==> src/rtl/core/toroidal_grid_diffusion_decay_defines.svh <==
// Assertion macros for the RTL, used by toroidal_grid_diffusion_decay.sv.
`ifndef TOROIDAL_GRID_DIFFUSION_DECAY_DEFINES_SVH
`define TOROIDAL_GRID_DIFFUSION_DECAY_DEFINES_SVH

// Checks that the consequent holds in the same cycle as the antecedent.
`define TGDD_ASSERT_SAME(label, clk, rstn, ante, cons, msg) \
    label: assert property (@(posedge clk) disable iff (!rstn) (ante) |-> (cons)) \
        else $error(msg);

// Checks that the consequent holds in the cycle after the antecedent.
`define TGDD_ASSERT_NEXT(label, clk, rstn, ante, cons, msg) \
    label: assert property (@(posedge clk) disable iff (!rstn) (ante) |=> (cons)) \
        else $error(msg);

`endif

==> src/rtl/core/tgdd_pkg.sv <==
`default_nettype none
package tgdd_pkg;
    localparam int MaxWidth    = 64;
    localparam int MaxHeight   = 64;
    localparam int MaxFactions = 4;
    localparam int CellBits    = 16;

    localparam int XW          = $clog2(MaxWidth);
    localparam int YW          = $clog2(MaxHeight);
    localparam int PW          = $clog2(2 * MaxFactions);
    localparam int BufAw       = XW + YW;
    localparam int StoreAw     = PW + BufAw;
    localparam int BufDepth    = MaxWidth * MaxHeight;
    localparam int StoreDepth  = 2 * MaxFactions * BufDepth;
    localparam int AccW        = CellBits + 5;

    localparam int InDataW     = 72;
    localparam int OutDataW    = 24;

    typedef enum logic [1:0] {
        CMD_WRITE = 2'd0,
        CMD_READ  = 2'd1,
        CMD_STEP  = 2'd2,
        CMD_NONE  = 2'd3
    } cmd_t;

    typedef enum logic [2:0] {
        CFG_WIDTH   = 3'd0,
        CFG_HEIGHT  = 3'd1,
        CFG_FACTION = 3'd2,
        CFG_SHIFT   = 3'd3,
        CFG_PERIOD  = 3'd4
    } cfg_idx_t;

    typedef enum logic [3:0] {
        ST_IDLE,
        ST_RD_WAIT,
        ST_DIV,
        ST_CELL,
        ST_COPY_RD,
        ST_COPY_WR,
        ST_DECAY_RD,
        ST_DECAY_WR
    } state_t;

    function automatic logic [CellBits-1:0] share_of(input logic [CellBits-1:0] v,
                                                      input logic [3:0] shift);
        logic [CellBits-1:0] s;
        s = v >> shift;
        return s >> 3;
    endfunction
endpackage
`default_nettype wire

==> src/rtl/core/tgdd_rem.sv <==
`default_nettype none
module tgdd_rem (
    input  wire logic              aclk,
    input  wire logic              aresetn,
    input  wire logic              start,
    input  wire logic [31:0]       dividend,
    input  wire logic [15:0]       divisor,
    output logic                   busy,
    output logic      [15:0]       remainder
);
    import tgdd_pkg::*;

    logic        busy_reg, busy_next;
    logic [4:0]  cnt_reg, cnt_next;
    logic [31:0] dvd_reg, dvd_next;
    logic [15:0] rem_reg, rem_next;
    logic [16:0] trial;

    always_ff @(posedge aclk) begin
        if (!aresetn) begin
            busy_reg <= 1'b0;
            cnt_reg  <= '0;
        end else begin
            busy_reg <= busy_next;
            cnt_reg  <= cnt_next;
        end
        dvd_reg <= dvd_next;
        rem_reg <= rem_next;
    end

    // One restoring step per cycle, most significant dividend bit first.
    always_comb begin
        busy_next = busy_reg;
        cnt_next  = cnt_reg;
        dvd_next  = dvd_reg;
        rem_next  = rem_reg;
        trial     = {rem_reg, dvd_reg[31]};
        if (trial >= {1'b0, divisor}) begin
            trial = trial - {1'b0, divisor};
        end
        if (start) begin
            busy_next = 1'b1;
            cnt_next  = '0;
            dvd_next  = dividend;
            rem_next  = '0;
        end else if (busy_reg) begin
            rem_next  = trial[15:0];
            dvd_next  = {dvd_reg[30:0], 1'b0};
            cnt_next  = cnt_reg + 5'd1;
            if (cnt_reg == 5'd31) begin
                busy_next = 1'b0;
            end
        end
    end

    assign busy      = busy_reg;
    assign remainder = rem_reg;
endmodule
`default_nettype wire

==> config.mk <==
export PLATFORM = sky130hd
export DESIGN_NAME = tgdd_rem
export DESIGN_NICKNAME = d
export VERILOG_FILES = /design/src/rtl/core/toroidal_grid_diffusion_decay_defines.svh /design/src/rtl/core/tgdd_pkg.sv /design/src/rtl/core/tgdd_rem.sv
export SDC_FILE = /design/constraint.sdc
export NUM_CORES = 1
export LEC_CHECK = 0
export BUFFER_PORTS_ARGS = -buffer_cell sky130_fd_sc_hd__buf_2
export CELL_PAD_IN_SITES_DETAIL_PLACEMENT = 0
export CELL_PAD_IN_SITES_GLOBAL_PLACEMENT = 1
export CORE_MARGIN = 4
export CORE_UTILIZATION = 43
export CTS_CLUSTER_SIZE = 8
export DETAILED_ROUTE_END_ITERATION = 7
export PLACE_DENSITY = 0.89
export SLEW_MARGIN = 15
export SYNTH_ARGS = -nofsm -noshare
export SYNTH_HDL_FRONTEND = slang
export SYNTH_SLANG_ARGS = --single-unit
==> constraint.sdc <==
create_clock -name aclk -period 3.4 [get_ports aclk]
set_input_delay 0.68 -clock aclk [delete_from_list [all_inputs] [get_ports aclk]]
set_output_delay 0.68 -clock aclk [all_outputs]
set_load 0.03 [all_outputs]
==> flow_summary.yaml, run 1 <==
timing:
  drv_slew: 0
  fin_setup_tns_ns: 0
  relSlewSlack_pct: 51.8
  clock_skew_ns: 0.0123
  setup_viol: 0
  grt_setup_unrepaired: "false"
  hold_viol: 0
  min_period_over_period_pct: 82.6
  fin_crit_ns: 2.81
  tightestPinTransition_ns: 0.723
  max_freq_ghz: 0.356
route:
  wire_per_inst_um: 14.5
  first_iter_violations: 86
  drc: 0
  vias_per_cell: 5.26
  dr.pass1.iters: 4
  vias: 2509
  ant_nets: 0
  routed_wirelength_um: 6890
die:
  io_pins: 68
  fp.coreArea_um2: 7290
  die-area_um2: 9030
  placementRows: 31
  initial_core_util_pct: 44.6
  die_x_um: 95.0
  die_h_um: 95.0
critical_path:
  worstPathRequired_ns: 3.57
  reg2reg_from: "dvd_reg[31]"
  arrival_ns: 2.98
  cp-end-kind: "flop"
  path_class: "flop to flop"
  r2r_end: "remainder[14]"
  worst-path-max-fanout: 4
  crit_path_start_kind: "flop"
  reg2reg_slack_ns: 0.59
  rr_worst_depth: 10
cts:
  htreeDepth: 2
  cts_tree: "built"
  path_clk_slew_ns: 0.10
  postCtsSetupRepairBufs: 0
  clkLatencyLatePin_ns: 0.31
  cts.sinks: 54
  cts_buffer_depth: 2
  cts_buffers: 5
  cts-root-buf: "clkbuf_8"
  holdBufCountCts: 0
  cts-resized-gates: 0
logic_synthesis:
  yosysTopAreaCell: "edfxtp_1"
  ys_seq_area_share_pct: 43.0
  syn_nets: 380
  yosysUniqueCellTypes: 54
  synth_area_leaders: "edfxtp_1 30%, dfxtp_1 14%, mux2_2 11%"
  async_flop_share_pct: 0
  netlist_area_um2: 3260
  synth_area_per_cell_um2: 10.5
  synth_ff_type: "edfxtp_1"
  synth_cells: 310
  synth_seq_cells: 54
  synth_edf_count: 32
  yosys.area.top_type_share_pct: 29.5
  ys_warn_count: 0
placement:
  gp_congestion: 0.761
  dp.final_hpwl_um: 5190
  port_buffers: 67
power:
  power_density_nw_per_um2: 443
  power.leakage_uw: 0.00164
  peakVddDrop_v: 0.000167
layout:
  area_delta_synth_final_pct: 17.0
  layout_common_cells: "67 x buf_2, 32 x edfxtp_1, 31 x mux2_2, 31 x nor2_1, 28 x nand2_1"
  largest_reg_flops: 32
  finalNetCount: 447
  nFillCells: 728
  antenna_cells: 0
  mostFrequentLayoutCell: "buf_2"
  final_core_util_pct: 52.2
  drive_above_1_share_pct: 34.9
grt:
  grt_pass1_vias: 2386
  grt.overflow.total: 0
  grt.total_usage_pct: 15.7
  grt_pass1_wl_um: 11200
  grt_max_degree: 34
  antenna_found_initial: 0
hold_path:
  hold_path_end: "cnt_reg[3]"
  hold_path_depth: 2
  hold_class: "flop to flop"
  worstHoldStart: "cnt_reg[3]"
job:
  max_cap_violations: 0
status:
  outcome: "finished, final reports clean"
-- synth_stat cells (all sizes together) (2+ instances only) --
cell type,count
and3,2
a21o,4
xor2,5
xnor2,6
inv,21
o21bai,2
dfxtp,22
o21a,3
mux2i,2
mux2,31
nand2,30
o21ai,8
a21oi,17
clkbuf,9
nand2b,4
nor3,5
and2,2
nand3,3
ha,18
or4,2
edfxtp,32
nand4,2
a211oi,5
nor4,3
nor2,31
a211o,2
nand3b,3
a311o,2
o31ai,5
a311oi,11
a221oi,2
buf,3
-- layout make-up --
cell class	instances	area [um2]	area share, %
multi-input combinational	223	1720	45.0
clock buffer	5	68.8	1.81
clock inverter	3	47.5	1.25
sequential	54	1400	36.8
inverter	21	78.8	2.07
timing repair buffer	72	373	9.79
tap	99	124	3.25
-- worst max-delay path, stage by stage, from the launching register on --
cell	delay, ns
edfxtp_1	0.46
inv_1	0.08
ha_1	0.15
inv_1	0.05
fa_1	0.41
a21o_1	0.24
a221oi_2	0.44
nor4_1	0.13
or4_1	0.51
nand3_1	0.11
a311oi_2	0.09
-- power breakdown --
| part | internal, uW | switching, uW | leakage (uW) |
|---|---|---|---|
| sequential | 761 | 30.2 | 0.000503 |
| combinational | 188 | 257 | 0.00108 |
| clock | 225 | 225 | 0.0000591 |
-- per-stage QoR --
stage               std cells  hold slack, ns  cell area, um2  setup slack [ns]  power (uW)
finish                    477           0.522            3810             0.592        1690
global route              477           0.560            3810             0.497        1790
CTS                       477           0.531            3810             0.615        1700
detailed placement        469           0.503            3690             0.383        1250
global placement          469           0.479            3690             0.448        1240
floorplan                 310           0.467            3260             0.679        1140
-- per-layer routing --
| metal | vias to the layer above | wire, um | track usage, % |
|---|---|---|---|
| met1 | 1179 | 3290 | 21.5 |
| met4 | 0 | 60 | 3.61 |
| met2 | 48 | 3240 | 26.0 |
| met5 | - | 0 | 0 |
| met3 | 7 | 299 | 2.84 |
| li1 | 1275 | - | - |
-- how the worst max path moves through the flow --
stage | from | end
2_1_floorplan | divisor[0] | remainder[14]
3_3_place_gp | divisor[0] | remainder[14]
3_5_place_dp | divisor[0] | remainder[14]
4_1_cts | dvd_reg[31] | remainder[14]
5_1_grt | dvd_reg[31] | remainder[14]
6_report | dvd_reg[31] | remainder[14]
-- cell families (layout without fill, tap and decap cells) --
family | count (synthesis) | in the layout | synth area share (%)
simple gates | 91 | 91 | 13.0
flops | 54 | 54 | 43.0
mux | 33 | 33 | 11.3
xor+xnor | 11 | 11 | 2.96
compound gates | 69 | 69 | 17.8
buf+inv | 33 | 101 | 4.27
fa+ha+maj | 19 | 19 | 7.53
(Power assumes the default switching activity.)
==> run 2: changes to the inputs <==
Settings changed: CORE_UTILIZATION 43 to 38, PLACE_DENSITY 0.89 to 0.84.
Clock period 3.4 ns to 2.4 ns, I/O delays scaled along.
==> run 2 against run 1 <==
The run now ends with negative setup slack left. Routed wire length is 7.7% higher. Non-clock buffer count is 46 higher. Power is 43% higher. Sequential cell count stayed put. Largest cell class unchanged. Highest routed layer unchanged.
==> flow_summary.yaml, run 2 (synthesis gave the netlist of run 1 again) <==
status:
  outcome: "finished, violations left"
  violations: "negative setup slack"
timing:
  drv_slew: 0
  tightestPinTransition_ns: 0.420
  hold_viol: 0
  fin_crit_ns: 2.45
  relSlewSlack_pct: 71.7
  fin_setup_tns_ns: -0.0930
  setup_viol: 2
  clock_skew_ns: 0.0123
  fin_ws_ns: -0.0549
  max_freq_ghz: 0.407
  min_period_over_period_pct: 102
  grt_setup_unrepaired: "true"
route:
  wl_met1_um: 3580
  first_iter_violations: 89
  ant_nets: 0
  top_layer: "met4"
  vias_per_cell: 5.01
  routed_wirelength_um: 7420
  drc: 0
  met3_length_um: 208
  vias: 2651
  wire_per_inst_um: 14.0
  dr.pass1.iters: 4
  wl_met2_um: 3490
cts:
  htreeDepth: 2
  cts_buffers: 5
  cts_buffer_depth: 2
  clkLatencyLatePin_ns: 0.31
  cts.sinks: 54
  path_clk_slew_ns: 0.11
  cts-root-buf: "clkbuf_8"
  cts_tree: "built"
die:
  initial_core_util_pct: 39.4
  fp.coreArea_um2: 8260
  placementRows: 33
  die-area_um2: 10100
  die_h_um: 101
  io_pins: 68
  die_x_um: 101
critical_path:
  cp-end-kind: "flop"
  crit_path_start_kind: "flop"
  worstPathRequired_ns: 2.60
  worst-path-max-fanout: 2
  arrival_ns: 2.65
  path_class: "flop to flop"
layout:
  mostFrequentLayoutCell: "buf_2"
  antenna_cells: 0
  finalNetCount: 493
  largest_reg_flops: 32
  drive_above_1_share_pct: 43.6
  layout_common_cells: "67 x buf_2, 50 x buf_4, 32 x edfxtp_1"
  final_cells: 529
  nFillCells: 793
  area_delta_synth_final_pct: 28.9
  final_core_util_pct: 50.8
grt:
  grt.total_usage_pct: 15.1
  grt.overflow.total: 0
  grt_pass1_vias: 2733
  grt_max_degree: 33
  grt_pass1_wl_um: 12300
  antenna_found_initial: 0
power:
  peakVddDrop_v: 0.000307
  design_power_total_uw: 2400
  power.leakage_uw: 0.00187
  power_density_nw_per_um2: 573
job:
  max_cap_violations: 0
placement:
  port_buffers: 67
  gp_congestion: 0.863
  dpl.cell_count: 520
  dp.final_hpwl_um: 5750
hold_path:
  hold_class: "primary input to flop"
## run 2: cell types whose count changed in the layout (fill, tap and decap cells not counted), sizes merged
| cell | before | now |
|---|---|---|
| buf | 72 | 118 |
| bufinv | 1 | 0 |
| clkbuf | 5 | 6 |
| clkinv | 0 | 1 |
| inv | 23 | 22 |
## run 2: layout make-up
type                            count  area, um2  area share, %
Tap cell                          105        131           3.13
Inverter                           21       86.3           2.06
Timing Repair Buffer              118        731           17.4
Multi-Input combinational cell    223       1760           41.9
Clock inverter                      2       13.8          0.328
Sequential cell                    54       1400           33.5
Clock buffer                        6       72.6           1.73
## run 2: metrics by stage
step                      area [um2]  hold WS (ns)  setup slack (ns)
after floorplan                 3280         0.467           -0.0821
after global placement          4080         0.478            -0.248
after detailed placement        4080         0.492            -0.318
after CTS                       4190         0.381           -0.0503
after global routing            4200         0.401            -0.188
final                           4200         0.393           -0.0549
## run 2: worst paths after layout
check              startpoint             to  depth (start not counted)  slack, ns
setup reg to reg  dvd_reg[31]  remainder[14]                         10      -0.05
hold / removal        aresetn           busy                          2       0.39
hold reg to reg    cnt_reg[4]     cnt_reg[4]                          2       0.51
setup / recovery  dvd_reg[31]  remainder[14]                         10      -0.05
## run 2: worst max-delay path: stages (launching register included)
cell and delay, ns:
edfxtp_1 0.41, inv_1 0.08, ha_2 0.17, inv_2 0.04
fa_2 0.34, a21o_1 0.20, a221oi_4 0.29, nor4_2 0.10
or4_1 0.51, nand3_1 0.11, a311oi_2 0.09
## run 2: layer usage
metal | up-vias | track usage, %
met2 | 44 | 24.7
met4 | 0 | 5.39
li1 | 1368 | -
met3 | 10 | 2.08
met5 | - | 0
met1 | 1229 | 20.6
## run 2: repair_timing
| item | 4_1_cts | 5_1_grt |
|---|---|---|
| pin swaps | 1 | 0 |
| setup buffers | 0 | 1 |
| gates resized for setup | 3 | 2 |
| hold buffers | 0 | 0 |
| setup endpoints to repair | 3 | 15 |
## run 2: power breakdown
group | switching [uW] | leakage [uW] | internal [uW]
Sequential | 40.7 | 0.000504 | 1080
Clock | 312 | 0.0000456 | 209
Combinational | 399 | 0.00132 | 365
Total | 752 | 0.00187 | 1650
==> run 3: changes to the inputs <==
--- a/config.mk
+++ b/config.mk
@@ -14,3 +14,3 @@
 export DETAILED_ROUTE_END_ITERATION = 7
-export PLACE_DENSITY = 0.84
+export PLACE_DENSITY_LB_ADDON = 0.1
 export SLEW_MARGIN = 15
==> constraint.sdc (replaced) <==
create_clock -name aclk -period 2.4 [get_ports aclk]
set_input_delay 0.12 -clock aclk [delete_from_list [all_inputs] [get_ports aclk]]
set_output_delay 0.12 -clock aclk [all_outputs]
set_load 0.03 [all_outputs]
==> run 3 against run 2 <==
The flow now finishes without violations. Utilization is 1.7 points lower. Via count is 1.2% lower. Sequential cell count stayed put. Fmax is 2.5% higher. Worst setup slack better by 0.060 ns. Clock power is 0.8% higher. First-iteration DRC count is 31% higher. Combinational power is 2.7% lower. Sequential power hardly changed. Register-to-register slack better by 0.06 ns. Largest cell class unchanged.
==> flow_summary.yaml, run 3 (synthesis gave the netlist of run 1 again) <==
layout:
  mostFrequentLayoutCell: "buf_2"
  nFillCells: 821
  largest_reg_flops: 32
  layout_common_cells: "67 x buf_2, 32 x edfxtp_1, 31 x mux2_2, 31 x nor2_1, 28 x nand2_1"
  drive_above_1_share_pct: 41.3
  area_delta_synth_final_pct: 24.6
  antenna_cells: 0
  finalNetCount: 469
cts:
  cts_buffers: 5
  cts_buffer_depth: 2
  htreeDepth: 2
  holdBufCountCts: 0
  cts.sinks: 54
  path_clk_slew_ns: 0.10
  cts-root-buf: "clkbuf_8"
  clkLatencyLatePin_ns: 0.31
  cts_tree: "built"
hold_path:
  hold_class: "primary input to flop"
  worstHoldStart: "aresetn"
  hold_path_depth: 2
die:
  initial_core_util_pct: 39.4
  placementRows: 33
  die_x_um: 101
  fp.coreArea_um2: 8260
  die_h_um: 101
  die-area_um2: 10100
  io_pins: 68
power:
  intPower_uw: 1620
  combPwrFrac_pct: 31.1
  power_density_nw_per_um2: 588
  power.share.sequential_pct: 46.9
  design_power_total_uw: 2390
  clockPowerShare_pct: 22.0
  power.net_switching_uw: 765
  switching_share_pct: 32.1
  peakVddDrop_v: 0.000297
  power.leakage_uw: 0.00176
timing:
  fin_setup_tns_ns: 0
  fin_crit_ns: 2.40
  setup_viol: 0
  holdWs_ns: 0.0233
  max_freq_ghz: 0.417
  fin_ws_ns: 0.00469
  grt_setup_unrepaired: "true"
  clock_skew_ns: 0.00639
  relSlewSlack_pct: 60.7
  tightestPinTransition_ns: 0.584
  hold_viol: 0
  min_period_over_period_pct: 99.8
  drv_slew: 0
grt:
  grt.total_usage_pct: 15.3
  grt_max_degree: 41
  grt_pass1_wl_um: 12500
  antenna_found_initial: 0
  grt_pass1_vias: 2569
  grt.overflow.total: 0
route:
  routed_wirelength_um: 7610
  vias: 2618
  dr.pass1.iters: 5
  vias_per_cell: 5.18
  drc: 0
  wire_per_inst_um: 15.1
  first_iter_violations: 117
  ant_nets: 0
critical_path:
  slowest_stage: "edfxtp_1"
  rr_worst_depth: 10
  path_cells: "inv_1, ha_2, inv_2, fa_2, a21o_1, a221oi_4, nor4_2, or4_1, nand3_1, a311oi_2"
  crit_path_start_kind: "flop"
  path_buf_inv: 2
  cpLargestDelayFamily: "compound AO/OA/AOI/OAI gates"
  path_class: "flop to flop"
  arrival_ns: 2.58
  cp_slowest_stage_delay_ns: 0.40
  cp.depth: 10
  worstPathRequired_ns: 2.58
  worst-path-max-fanout: 3
  cp-end-kind: "flop"
  critPathLaunch: "dvd_reg[31]"
  reg2reg_from: "dvd_reg[31]"
placement:
  gp_congestion: 0.821
  port_buffers: 67
  dp.final_hpwl_um: 5600
  place_ws_ns: -0.0233
status:
  outcome: "finished, final reports clean"
job:
  max_cap_violations: 0
-- run 3: cell type report --
cell class / instances / area, um2 / share of cell area [%]
Tap cell: 105 / 131 / 3.24
Clock inverter: 3 / 20.0 / 0.493
Timing Repair Buffer: 94 / 558 / 13.8
Multi-Input combinational cell: 223 / 1800 / 44.2
Sequential cell: 54 / 1410 / 34.6
Inverter: 21 / 78.8 / 1.94
Clock buffer: 5 / 68.8 / 1.70
-- run 3: per-layer routing --
layer  share of wire (%)  vias up  track usage (%)  wire [um]
met5                   0        -                0          0
met4                0.78        0             3.42         59
met3                 4.3        6             3.04        329
met2                  46       63             23.8       3470
met1                  49     1230             22.0       3750
li1                    -     1319                -          -
-- run 3: power by group through the flow --
stage	Sequential, uW	Clock, uW	Combinational (uW)
after floorplan	1180	0	431
after global placement	1140	0	705
after global routing	1130	588	818
final	1120	525	743
after CTS	1120	559	721
after detailed placement	1140	0	706
-- run 3: worst reg2reg max path, cell delays in order (launching register included) --
cell	delay (ns)
edfxtp_1	0.40
inv_1	0.07
ha_2	0.18
inv_2	0.04
fa_2	0.33
a21o_1	0.20
a221oi_4	0.39
nor4_2	0.07
or4_1	0.40
nand3_1	0.09
a311oi_2	0.09
-- run 3: final timing paths --
path	slack, ns	to
setup / recovery	0.005	remainder[14]
hold / removal	0.02	busy
setup reg to reg	0.005	remainder[14]
hold reg to reg	0.51	remainder[10]
-- run 3: per-stage QoR --
| stage | area [um2] | utilization, % | instances |
|---|---|---|---|
| after floorplan | 3260 | - | 310 |
| after global placement | 3870 | 46.9 | 496 |
| after detailed placement | 3870 | 46.9 | 496 |
| after CTS | 3980 | 48.2 | 504 |
| after global routing | 4060 | 49.1 | 505 |
| final | 4060 | 49.1 | 505 |
-- run 3: what timing repair did --
item | in CTS | in global routing
cloned | 0 | 0
pin swaps | 1 | 8
endpoints found under the setup margin | 3 | 14
buffers inserted | 0 | 1
hold endpoints to repair | 0 | 0
gates resized for setup | 2 | 14
